**src/sv/rhic_pkg.sv**
```systemverilog
`default_nettype none
// ---------------------------------------------------------------------------
// rhic_pkg: shared types and constants of the half-space interval clip unit
// Function codes, controller states and the controller/datapath command set.
// ---------------------------------------------------------------------------
package rhic_pkg;

  localparam int unsigned W = 32;

  localparam logic [1:0] REG_ACTIVE_PLANES = 2'd0;

  typedef enum logic [1:0] {
    FN_LOAD  = 2'd0,
    FN_RAY   = 2'd1,
    FN_POINT = 2'd2,
    FN_NONE  = 2'd3
  } func_t;

  typedef enum logic [3:0] {
    ST_IDLE,
    ST_RD,
    ST_MUL,
    ST_SUM,
    ST_DIVST,
    ST_DIV,
    ST_UPD,
    ST_OUT
  } state_t;

  typedef struct packed {
    logic capture;
    logic load;
    logic clr_idx;
    logic rd;
    logic mul;
    logic sum;
    logic div_start;
    logic div_step;
    logic update;
    logic inc_idx;
    logic finish;
  } cmd_t;

  typedef struct packed {
    logic       last_plane;
    logic       no_planes;
    logic       slot_ok;
    logic       parallel;
    logic       keep;
    logic       div_done;
    logic [1:0] func;
  } sts_t;

endpackage : rhic_pkg
`default_nettype wire

```
**src/sv/rhic_ctrl.sv**
```systemverilog
`default_nettype none
// ---------------------------------------------------------------------------
// rhic_ctrl: sequencer of the clip unit
// Walks the active planes, issues datapath commands, owns the handshakes.
// ---------------------------------------------------------------------------
module rhic_ctrl
  import rhic_pkg::*;
(
  input  wire logic clk,
  input  wire logic rst_n,
  input  wire logic in_valid,
  output logic      in_stall,
  output logic      out_valid,
  input  wire logic out_stall,
  input  wire sts_t sts,
  output cmd_t      cmd
);

  state_t state_r, state_nxt;
  logic   ov_r, ov_nxt;
  logic   mph_r;

  logic take;
  assign in_stall = (state_r != ST_IDLE) || (ov_r && out_stall);
  assign take = in_valid && !in_stall;
  assign out_valid = ov_r;

  always_comb begin
    state_nxt = state_r;
    unique case (state_r)
      ST_IDLE: if (take) state_nxt = ST_RD;
      ST_RD: begin
        if (sts.func == FN_RAY || sts.func == FN_POINT)
          state_nxt = sts.no_planes ? ST_OUT : ST_MUL;
        else state_nxt = ST_OUT;
      end
      ST_MUL:  if (mph_r) state_nxt = ST_SUM;
      ST_SUM:  state_nxt = ST_DIVST;
      ST_DIVST: begin
        if (sts.func == FN_POINT || sts.parallel) state_nxt = ST_UPD;
        else state_nxt = ST_DIV;
      end
      ST_DIV:  if (sts.div_done) state_nxt = ST_UPD;
      ST_UPD:  state_nxt = (!sts.keep || sts.last_plane) ? ST_OUT : ST_RD;
      ST_OUT:  state_nxt = ST_IDLE;
      default: state_nxt = ST_IDLE;
    endcase
  end

  always_comb begin
    cmd = '0;
    ov_nxt = ov_r && out_stall;
    unique case (state_r)
      ST_IDLE: begin
        cmd.capture = take;
        cmd.clr_idx = take;
      end
      ST_RD: begin
        cmd.rd = 1'b1;
        cmd.load = (sts.func == FN_LOAD);
      end
      ST_MUL:   cmd.mul = 1'b1;
      ST_SUM:   cmd.sum = 1'b1;
      ST_DIVST: cmd.div_start = 1'b1;
      ST_DIV:   cmd.div_step = !sts.div_done;
      ST_UPD: begin
        cmd.update  = 1'b1;
        cmd.inc_idx = 1'b1;
      end
      ST_OUT: begin
        cmd.finish = 1'b1;
        ov_nxt = 1'b1;
      end
      default: cmd = '0;
    endcase
  end

  always_ff @(posedge clk) begin
    if (!rst_n) begin
      state_r <= ST_IDLE;
      ov_r    <= 1'b0;
      mph_r   <= 1'b0;
    end else begin
      state_r <= state_nxt;
      ov_r    <= ov_nxt;
      mph_r   <= (state_r == ST_MUL) ? ~mph_r : 1'b0;
    end
  end

  a_out_only_after_work: assert property (@(posedge clk) disable iff (!rst_n)
    $rose(ov_r) |-> $past(state_r) == ST_OUT) else $error("result without work");
  a_no_take_busy: assert property (@(posedge clk) disable iff (!rst_n)
    (state_r != ST_IDLE) |-> !take) else $error("item taken while busy");
  a_hold: assert property (@(posedge clk) disable iff (!rst_n)
    (ov_r && out_stall) |=> ov_r) else $error("result dropped");

endmodule : rhic_ctrl
`default_nettype wire

```
**config.mk**
```make
export PLATFORM = sky130hd
export DESIGN_NAME = rhic_ctrl
export DESIGN_NICKNAME = d
export VERILOG_FILES = /design/src/sv/rhic_pkg.sv /design/src/sv/rhic_ctrl.sv
export SDC_FILE = /design/constraint.sdc
export NUM_CORES = 1
export LEC_CHECK = 0
export BUFFER_PORTS_ARGS = -buffer_cell sky130_fd_sc_hd__buf_2
export CAP_MARGIN = 10
export CORE_AREA = 3 3 40 42
export CTS_CLUSTER_DIAMETER = 100
export DETAILED_ROUTE_END_ITERATION = 7
export DIE_AREA = 0 0 43 45
export SKIP_LAST_GASP = 1
export SLEW_MARGIN = 0
export SYNTH_ARGS = -nofsm -noshare
export SYNTH_HDL_FRONTEND = slang
export SYNTH_SLANG_ARGS = --single-unit
```
**constraint.sdc**
```tcl
create_clock -name clk -period 2.4 [get_ports clk]
set_clock_uncertainty 0.2 [all_clocks]
set_input_delay 0.36 -clock clk [delete_from_list [all_inputs] [get_ports clk]]
set_output_delay 0.36 -clock clk [all_outputs]
set_load 0.05 [all_outputs]
```
**Word level (Yosys, flattened, before mapping)**

Index checks and enable logic that the tools add are counted.
W data, S select, Z words.

- Register bits: 6
- Input port bits: 12
- Output and inout port bits: 13
- Word-level logic and storage cells: 48

- Equality and inequality tests: 12
- Multiplexer cells: 18
- Bitwise logic cells: 1
- Reduce and logical (&&, ||, !) cells: 14

Operators with widths:

| operator | number |
|---|---|
| $pmux W4 S7 | 1 |
| $eq A4 B3 Y1 const B | 4 |
| $mux W4 | 3 |
| $mux W1 | 9 |
| $mux W3 | 3 |
| $eq A4 B2 Y1 const B | 2 |
| $ne A2 B2 Y1 const B | 3 |
| $eq A4 B1 Y1 const B | 1 |
| $logic_not A4 Y1 | 1 |
| $logic_or A1 B1 Y1 | 4 |
| $mux W2 | 2 |
| $reduce_bool A4 Y1 | 1 |
| $logic_not A1 Y1 | 3 |
| $reduce_and A3 Y1 | 1 |
| $eq A2 B1 Y1 const B | 1 |
| $eq A2 B2 Y1 const B | 1 |
| $logic_and A1 B1 Y1 | 2 |
| $logic_not A2 Y1 | 1 |
| $reduce_and A2 Y1 | 1 |
| $not A1 Y1 | 1 |

**Longest topological paths before layout**

Gate-level depths: netlist of run 1.

- Word-level depth: 6
- Depth in mapped cells: 5

**Worst setup path after synthesis of run 1**

OpenSTA, ideal clock, no wires.

- Path type: register to output
- From: register state_r[1]
- To: output port cmd[9] (netlist name)
- Data arrival time: 1.762 ns
- Required time: 1.840 ns
- Path slack: 0.078 ns
- Stages on the path, launching flop included: 5
- Buffers on the path: 1
- Path through: dfxtp_1 buf_6 nand2b_4 nor2_1 and2_1

RTL lines:

| what | line | source |
|---|---|---|
| from (decl) | rhic_ctrl.sv:19 | `state_t state_r, state_nxt;` |
| from (signal assigned) | rhic_ctrl.sv:84 | `state_r <= state_nxt;` |
| to (decl) | rhic_ctrl.sv:16 | `output cmd_t cmd` |

==> results of run 1 <==
==> cells in the mapped netlist (all sizes together) (2+ instances only) <==
| master | instances |
|---|---|
| nor2 | 6 |
| buf | 5 |
| dfxtp | 5 |
| inv | 4 |
| nor3 | 4 |
| and2 | 3 |
| nand2 | 3 |
| nand2b | 3 |
| a211oi | 2 |
| a21boi | 2 |
| ha | 2 |
==> worst paths after layout <==
path,from,end
worst max-delay path,state_r[0],cmd[3]
worst max register to register,state_r[0],state_r[0]
worst min register to register,out_valid,out_valid
worst min-delay path,rst_n,mph_r
==> cell type report <==
| class | instances | area share (%) |
|---|---|---|
| Clock buffer | 4 | 4.94 |
| Sequential cell | 5 | 18.8 |
| Timing Repair Buffer | 24 | 23.1 |
| Inverter | 4 | 2.82 |
| Multi-Input combinational cell | 36 | 46.8 |
| Tap cell | 15 | 3.53 |
==> kinds of logic after synthesis <==
family,after synthesis,share of synthesized area (%)
and+or+nand+nor,23,31.6
AOI/OAI and AO/OA,11,24.4
DFF,5,25.0
adders and majority gates,2,6.25
buffers and inverters,9,12.8
==> registers in the layout, summed over array words and instances, names as in the netlist <==
signal / flops
mph_r: 1
state_r: 3
out_valid: 1
==> where the power goes <==
| part | total (mW) | internal [mW] | switching (mW) |
|---|---|---|---|
| Sequential | 0.146 | 0.105 | 0.0408 |
| Combinational | 0.413 | 0.121 | 0.291 |
| Clock | 0.102 | 0.0631 | 0.0384 |
| Total | 0.660 | 0.289 | 0.371 |
==> per-layer routing <==
metal	track usage, %	routed length [um]	up-vias
met5	0	0	-
met4	9.04	15	0
met3	2.39	46	2
met2	15.0	415	13
met1	11.8	421	188
li1	-	-	213
==> per-stage QoR <==
stage          cell area (um2)  instances  hold slack, ps  utilization (%)  power (mW)
6_report                   532         88             171             41.4       0.660
5_1_grt                    532         88             178             41.4       0.705
4_1_cts                    532         88             170             41.4       0.664
3_5_place_dp               505         84             289             39.3       0.559
3_3_place_gp               505         84             287             39.3       0.559
2_1_floorplan              400         50             282                -       0.500
==> worst max-delay path, delay by kind of cell (launching register included) <==
family | cells | cell delay, ps
and+or+nand+nor | 2 | 290
buffers and inverters | 1 | 310
DFF | 1 | 550
==> results.cfg, run 1 <==
[synthesis]
yosys-top-cells-area = dfxtp_1 25%, ha_1 6.3%, nor2_1 5.6%
synth.largest_area_cell = dfxtp_1
synth.distinct_cells = 27
synthCells = 50
yosysWarnings = 0
ys_seq_area_share_pct = 25.0
synth_top_area_share_pct = 25.0
synthFlopType = dfxtp_1
syn_nets = 64
netlist_area_um2 = 400
synth_edf_count = 0
avgSynthCellArea_um2 = 8.01
synthArstFlopShare_pct = 0
ys_seq_elements = 5

[die]
core_um2 = 1280
die_x_um = 43
die_area_um2 = 1940
dieHeight_um = 45
core.rowCount = 13
start_util_pct = 31.2
ios = 25

[power]
power_density_nw_per_um2 = 1240
ir_drop_v = 0.000452
p_leak_nw = 0.296

[worst_setup_path]
crit_path_cell_trace = nand2b_4, nor3_1, buf_2
endpoint_kind = output port
critPathMaxFanout = 10
r2r_cells = 3
r2r_slack_ps = 1000
cp_slowest_cell = dfxtp_1
crit_path_max_incr_delay_ps = 550
startpoint_type = flip-flop
cp.arrival_ps = 1400
required_ps = 1840
worstSetupPathType = reg2out

[clocking]
post-cts-setup-buffers = 0
clock_sinks = 5
cts_root_buf = clkbuf_4
clock_latency_ps = 250
cts-resized-gates = 0
cts-hold-fix-buffers = 0
clk_pin_slew_ps = 50
cts_buffers = 3
cts_max_level = 1
cts_buffer_depth = 2
cts_tree = yes

[sta]
max_freq_ghz = 0.510
fin_tns_setup_ps = 0
min_period_ps = 1960
relSlewSlack_pct = 74.0
grt_setup_unrepaired = false
setup_violations = 0
finalMaxSlewViolations = 0
tightest_slew_ps = 390
hold_viol = 0
period_share_pct = 81.8
setup_slack_ps = 437

[global_route]
grt_max_degree = 15
grtUsageTotal_pct = 10.0
grt_first_pass_wirelength_um = 1400
grt.overflow.total = 0
antenna_found_initial = 0
grt_pass1_vias = 352

[placement]
preCtsSetupSlack_ps = 678
place.gp.congestion = 0.730
hpwl_um = 708
io_buffers = 23

[layout]
multi_input_area_um2 = 249
drive_gt1_share_pct = 41.1
area_delta_synth_final_pct = 32.8
final_common_cell = buf_2
antennaDiodeCount = 0
layout.nets = 88
mostFrequentLayoutCells = 23 x buf_2, 6 x nor2_1, 5 x dfxtp_1, 4 x inv_1, 4 x nor3_1
layout.area.seq_um2 = 100
fillers = 146

[detailed_routing]
vias = 416
routed_via_density = 4.73
detail-route-antenna-nets = 0
dr.pass1.iters = 4
initialDrtViolationCount = 3
drcViolationCount = 0
drt-total-wl_um = 899
wl_per_cell_um = 10.2

[worst_hold_path]
min_path_type = in2reg
hold_depth = 2

[run_status]
status = completed

[flow_run]
drv_cap = 0
Note: power is estimated with default switching activity, not from simulation.
==> inputs of run 2 (changes only) <==
==> constraint.sdc (replaced) <==
create_clock -name clk -period 1.6 [get_ports clk]
set_clock_uncertainty 0.2 [all_clocks]
set_input_delay 0.24 -clock clk [delete_from_list [all_inputs] [get_ports clk]]
set_output_delay 0.24 -clock clk [all_outputs]
set_load 0.05 [all_outputs]
==> results.cfg, run 2 (same netlist as run 1, synthesis figures left out) <==
[power]
power_density_nw_per_um2 = 1760
internal_power_uw = 583
p_clk_share_pct = 12.0
combPwrFrac_pct = 68.3
ir_drop_v = 0.000788
p_leak_nw = 0.342
p_seq_share_pct = 19.7
netSwitchingFraction_pct = 51.5
p_sw_uw = 620

[placement]
placed_area_um2 = 582
io_buffers = 23
dpl.cell_count = 88
place.gp.congestion = 0.722
hpwl_um = 811
preCtsSetupSlack_ps = 16.2

[clocking]
cts_buffers = 3
cts_root_buf = clkbuf_4
clock_latency_ps = 240
cts_max_level = 1
clk_pin_slew_ps = 40
clock_sinks = 5
cts_tree = yes
post-cts-setup-buffers = 0
cts_buffer_depth = 2

[sta]
hold_viol = 0
min_period_ps = 1620
period_share_pct = 101
relSlewSlack_pct = 76.5
max_freq_ghz = 0.619
setup_violations = 2
tightest_slew_ps = 349
grt_setup_unrepaired = true
setup_slack_ps = -16.7
finalMaxSlewViolations = 0

[run_status]
status = finished with violations
violations = negative setup slack

[die]
dieHeight_um = 45
die_area_um2 = 1940
die_x_um = 43
core_um2 = 1280
core.rowCount = 13
start_util_pct = 31.2
ios = 25

[detailed_routing]
routed_via_density = 4.70
dr.pass1.iters = 4
wl_met1_um = 438
wl_per_cell_um = 11.1
drt-total-wl_um = 1020
wl_met2_um = 518
initialDrtViolationCount = 16
vias = 432
detail-route-antenna-nets = 0
drcViolationCount = 0
met3RoutedLength_um = 63
dr.max_layer_used = met3

[layout]
fin_area_um2 = 682
drive_gt1_share_pct = 62.3
final_util_pct = 53.1
mostFrequentLayoutCells = 14 x buf_2, 7 x buf_4, 5 x buf_6, 4 x inv_1
largest_register = state_r
layout.nets = 92
largest_reg_flops = 3
final_common_cell = buf_2
layout.cells.non_filler = 92
antennaDiodeCount = 0
area_delta_synth_final_pct = 70.3

[global_route]
grt_pass1_vias = 425
grt_first_pass_wirelength_um = 1600
grt.overflow.total = 0
grtUsageTotal_pct = 10.9
antenna_found_initial = 0
grt_max_degree = 10

[worst_setup_path]
startpoint_type = flip-flop
crit_path_cell_trace = nor3_2, and2_4, buf_6
cp_slowest_cell = dfxtp_4
endpoint_kind = output port
crit_path_max_incr_delay_ps = 380
cp_num_buf_inv = 1
worstSetupPathType = reg2out
critPathMaxFanout = 9
cp.arrival_ps = 1180
critPathTopFamily = simple AND/OR/NAND/NOR gates
required_ps = 1160
r2r_slack_ps = 290

[flow_run]
drv_cap = 0

[worst_hold_path]
min_path_type = in2reg
run 2: cell count changes in the layout (fill, tap and decap cells not counted), sizes merged:
| cell | change |
|---|---|
| buf | +4 |
run 2: per-layer routing:
layer,vias up,GRT usage (%)
li1,224,-
met1,191,12.5
met2,17,17.4
met3,0,5.98
met4,0,3.61
met5,-,0
run 2: per-stage QoR:
step	setup TNS, ps	hold slack, ps	total power, mW
6_report	-33.2	56.7	1.20
5_1_grt	-194	67.4	1.28
4_1_cts	-89.1	52.7	1.19
3_5_place_dp	0	285	0.973
3_3_place_gp	0	285	0.964
2_1_floorplan	-62.4	162	0.835
run 2: area by class of cell:
type	count	area, um2
clock buffer	4	26.3
tap	15	18.8
multi-input combinational	36	300
inverter	4	15.0
fill	133	603
sequential	5	113
timing repair buffer	28	209
run 2: power by group through the flow:
stage	Sequential (mW)	Clock (mW)	Combinational [mW]
floorplan	0.176	0	0.659
global placement	0.218	0	0.746
detailed placement	0.219	0	0.754
CTS	0.235	0.150	0.807
global route	0.246	0.157	0.873
finish	0.237	0.144	0.822
run 2: repair_timing:
item	CTS	global route
pin swaps	0	1
hold buffers	0	0
setup endpoints to repair	12	9
resized for setup	16	13
run 2: final timing paths:
path / cells after the start / startpoint / end
worst min-delay path: 2 / rst_n / mph_r
worst max register to register: 3 / state_r[1] / state_r[1]
worst max-delay path: 3 / state_r[0] / cmd[10]
worst min register to register: 2 / out_valid / out_valid
==> inputs of run 3 (changes only) <==
==> constraint.sdc (replaced) <==
create_clock -name clk -period 2 [get_ports clk]
set_clock_uncertainty 0.2 [all_clocks]
set_input_delay 0.3 -clock clk [delete_from_list [all_inputs] [get_ports clk]]
set_output_delay 0.3 -clock clk [all_outputs]
set_load 0.05 [all_outputs]
==> results.cfg, run 3 (same netlist as run 1, synthesis figures left out) <==
[detailed_routing]
detail-route-antenna-nets = 0
wl_met2_um = 426
initialDrtViolationCount = 10
vias = 401
routed_via_density = 4.56
dr.pass1.iters = 4
wl_per_cell_um = 9.95
wl_met1_um = 356
drt-total-wl_um = 876
drcViolationCount = 0
met3RoutedLength_um = 84
dr.max_layer_used = met4

[sta]
setup_violations = 0
min_period_ps = 1860
period_share_pct = 93.0
hold_viol = 0
hold_ws_ps = 127
finalMaxSlewViolations = 0
max_freq_ghz = 0.538
tightest_slew_ps = 358
grt_setup_unrepaired = false
relSlewSlack_pct = 75.9

[clocking]
cts-resized-gates = 0
cts_buffers = 3
clk_pin_slew_ps = 40
cts_buffer_depth = 2
cts_tree = yes
post-cts-setup-buffers = 0
cts_max_level = 1
clock_sinks = 5
clock_latency_ps = 240
cts_root_buf = clkbuf_4
cts-hold-fix-buffers = 0

[global_route]
grt_first_pass_wirelength_um = 1420
grtUsageTotal_pct = 10.1
grt_max_degree = 11
grt.overflow.total = 0
antenna_found_initial = 0
grt_pass1_vias = 342

[die]
dieHeight_um = 45
start_util_pct = 31.2
die_area_um2 = 1940
ios = 25
core.rowCount = 13
core_um2 = 1280
die_x_um = 43

[layout]
antennaDiodeCount = 0
area_delta_synth_final_pct = 35.6
final_common_cell = buf_2
fillers = 137
largest_register = state_r
final_util_pct = 42.3
mostFrequentLayoutCells = 23 x buf_2, 5 x dfxtp_1, 4 x inv_1, 4 x nor2_1
largest_reg_flops = 3
drive_gt1_share_pct = 46.6
layout.nets = 88
layout.cells.non_filler = 88

[worst_setup_path]
r2r_start = state_r[2]
worstSetupPathType = reg2out
endpoint_kind = output port
critPathMaxFanout = 9
crit_path_max_incr_delay_ps = 480
required_ps = 1500
cp_slowest_cell = dfxtp_1
cp_num_buf_inv = 2
crit_path_cell_trace = inv_1, nor3_2, buf_2
startpoint_type = flip-flop
cp.arrival_ps = 1360
critPathTopFamily = flip-flops
crit_start = state_r[2]

[power]
power_density_nw_per_um2 = 1460
power_uw = 794
ir_drop_v = 0.000401
p_leak_nw = 0.297

[worst_hold_path]
min_path_type = in2reg
min-delay-start = rst_n

[flow_run]
drv_cap = 0

[placement]
io_buffers = 23
place.gp.congestion = 0.709
hpwl_um = 693
dpl.cell_count = 84

[run_status]
status = completed
-- run 3: cell types whose count changed in the layout (fill, tap and decap cells not counted), sizes merged --
cell  change
buf       -4
-- run 3: layer usage --
layer / up-vias / track usage (%)
met5: - / 0
met4: 0 / 3.61
met3: 2 / 5.58
met2: 19 / 16.2
met1: 167 / 11.4
li1: 213 / -
-- run 3: report_power, final --
part | internal, mW | switching (mW) | total, mW
clock | 0.0753 | 0.0396 | 0.115
sequential | 0.126 | 0.0575 | 0.184
combinational | 0.149 | 0.346 | 0.495
total | 0.350 | 0.443 | 0.794
-- run 3: final cells by class --
type / count / area, um2 / area share (%)
Multi-Input combinational cell: 36 / 260 / 47.9
Timing Repair Buffer: 24 / 123 / 22.6
Sequential cell: 5 / 100 / 18.4
Clock buffer: 4 / 26.3 / 4.84
Tap cell: 15 / 18.8 / 3.46
Inverter: 4 / 15.0 / 2.76
-- run 3: final timing paths --
path                                   end  slack, ps  cells past startpoint
worst max-delay path                cmd[3]        140                      3
worst min-delay path                 mph_r        130                      2
worst max register to register  state_r[0]        510                      4
worst min register to register   out_valid        300                      2
-- run 3: through the flow --
stage                     worst slack, ps  instance area, um2  TNS (ps)
after floorplan                     -6.36                 412     -6.36
after global placement                373                 517         0
after detailed placement              387                 517         0
after CTS                             137                 543         0
after global routing                 39.0                 543         0
final                                 141                 543         0
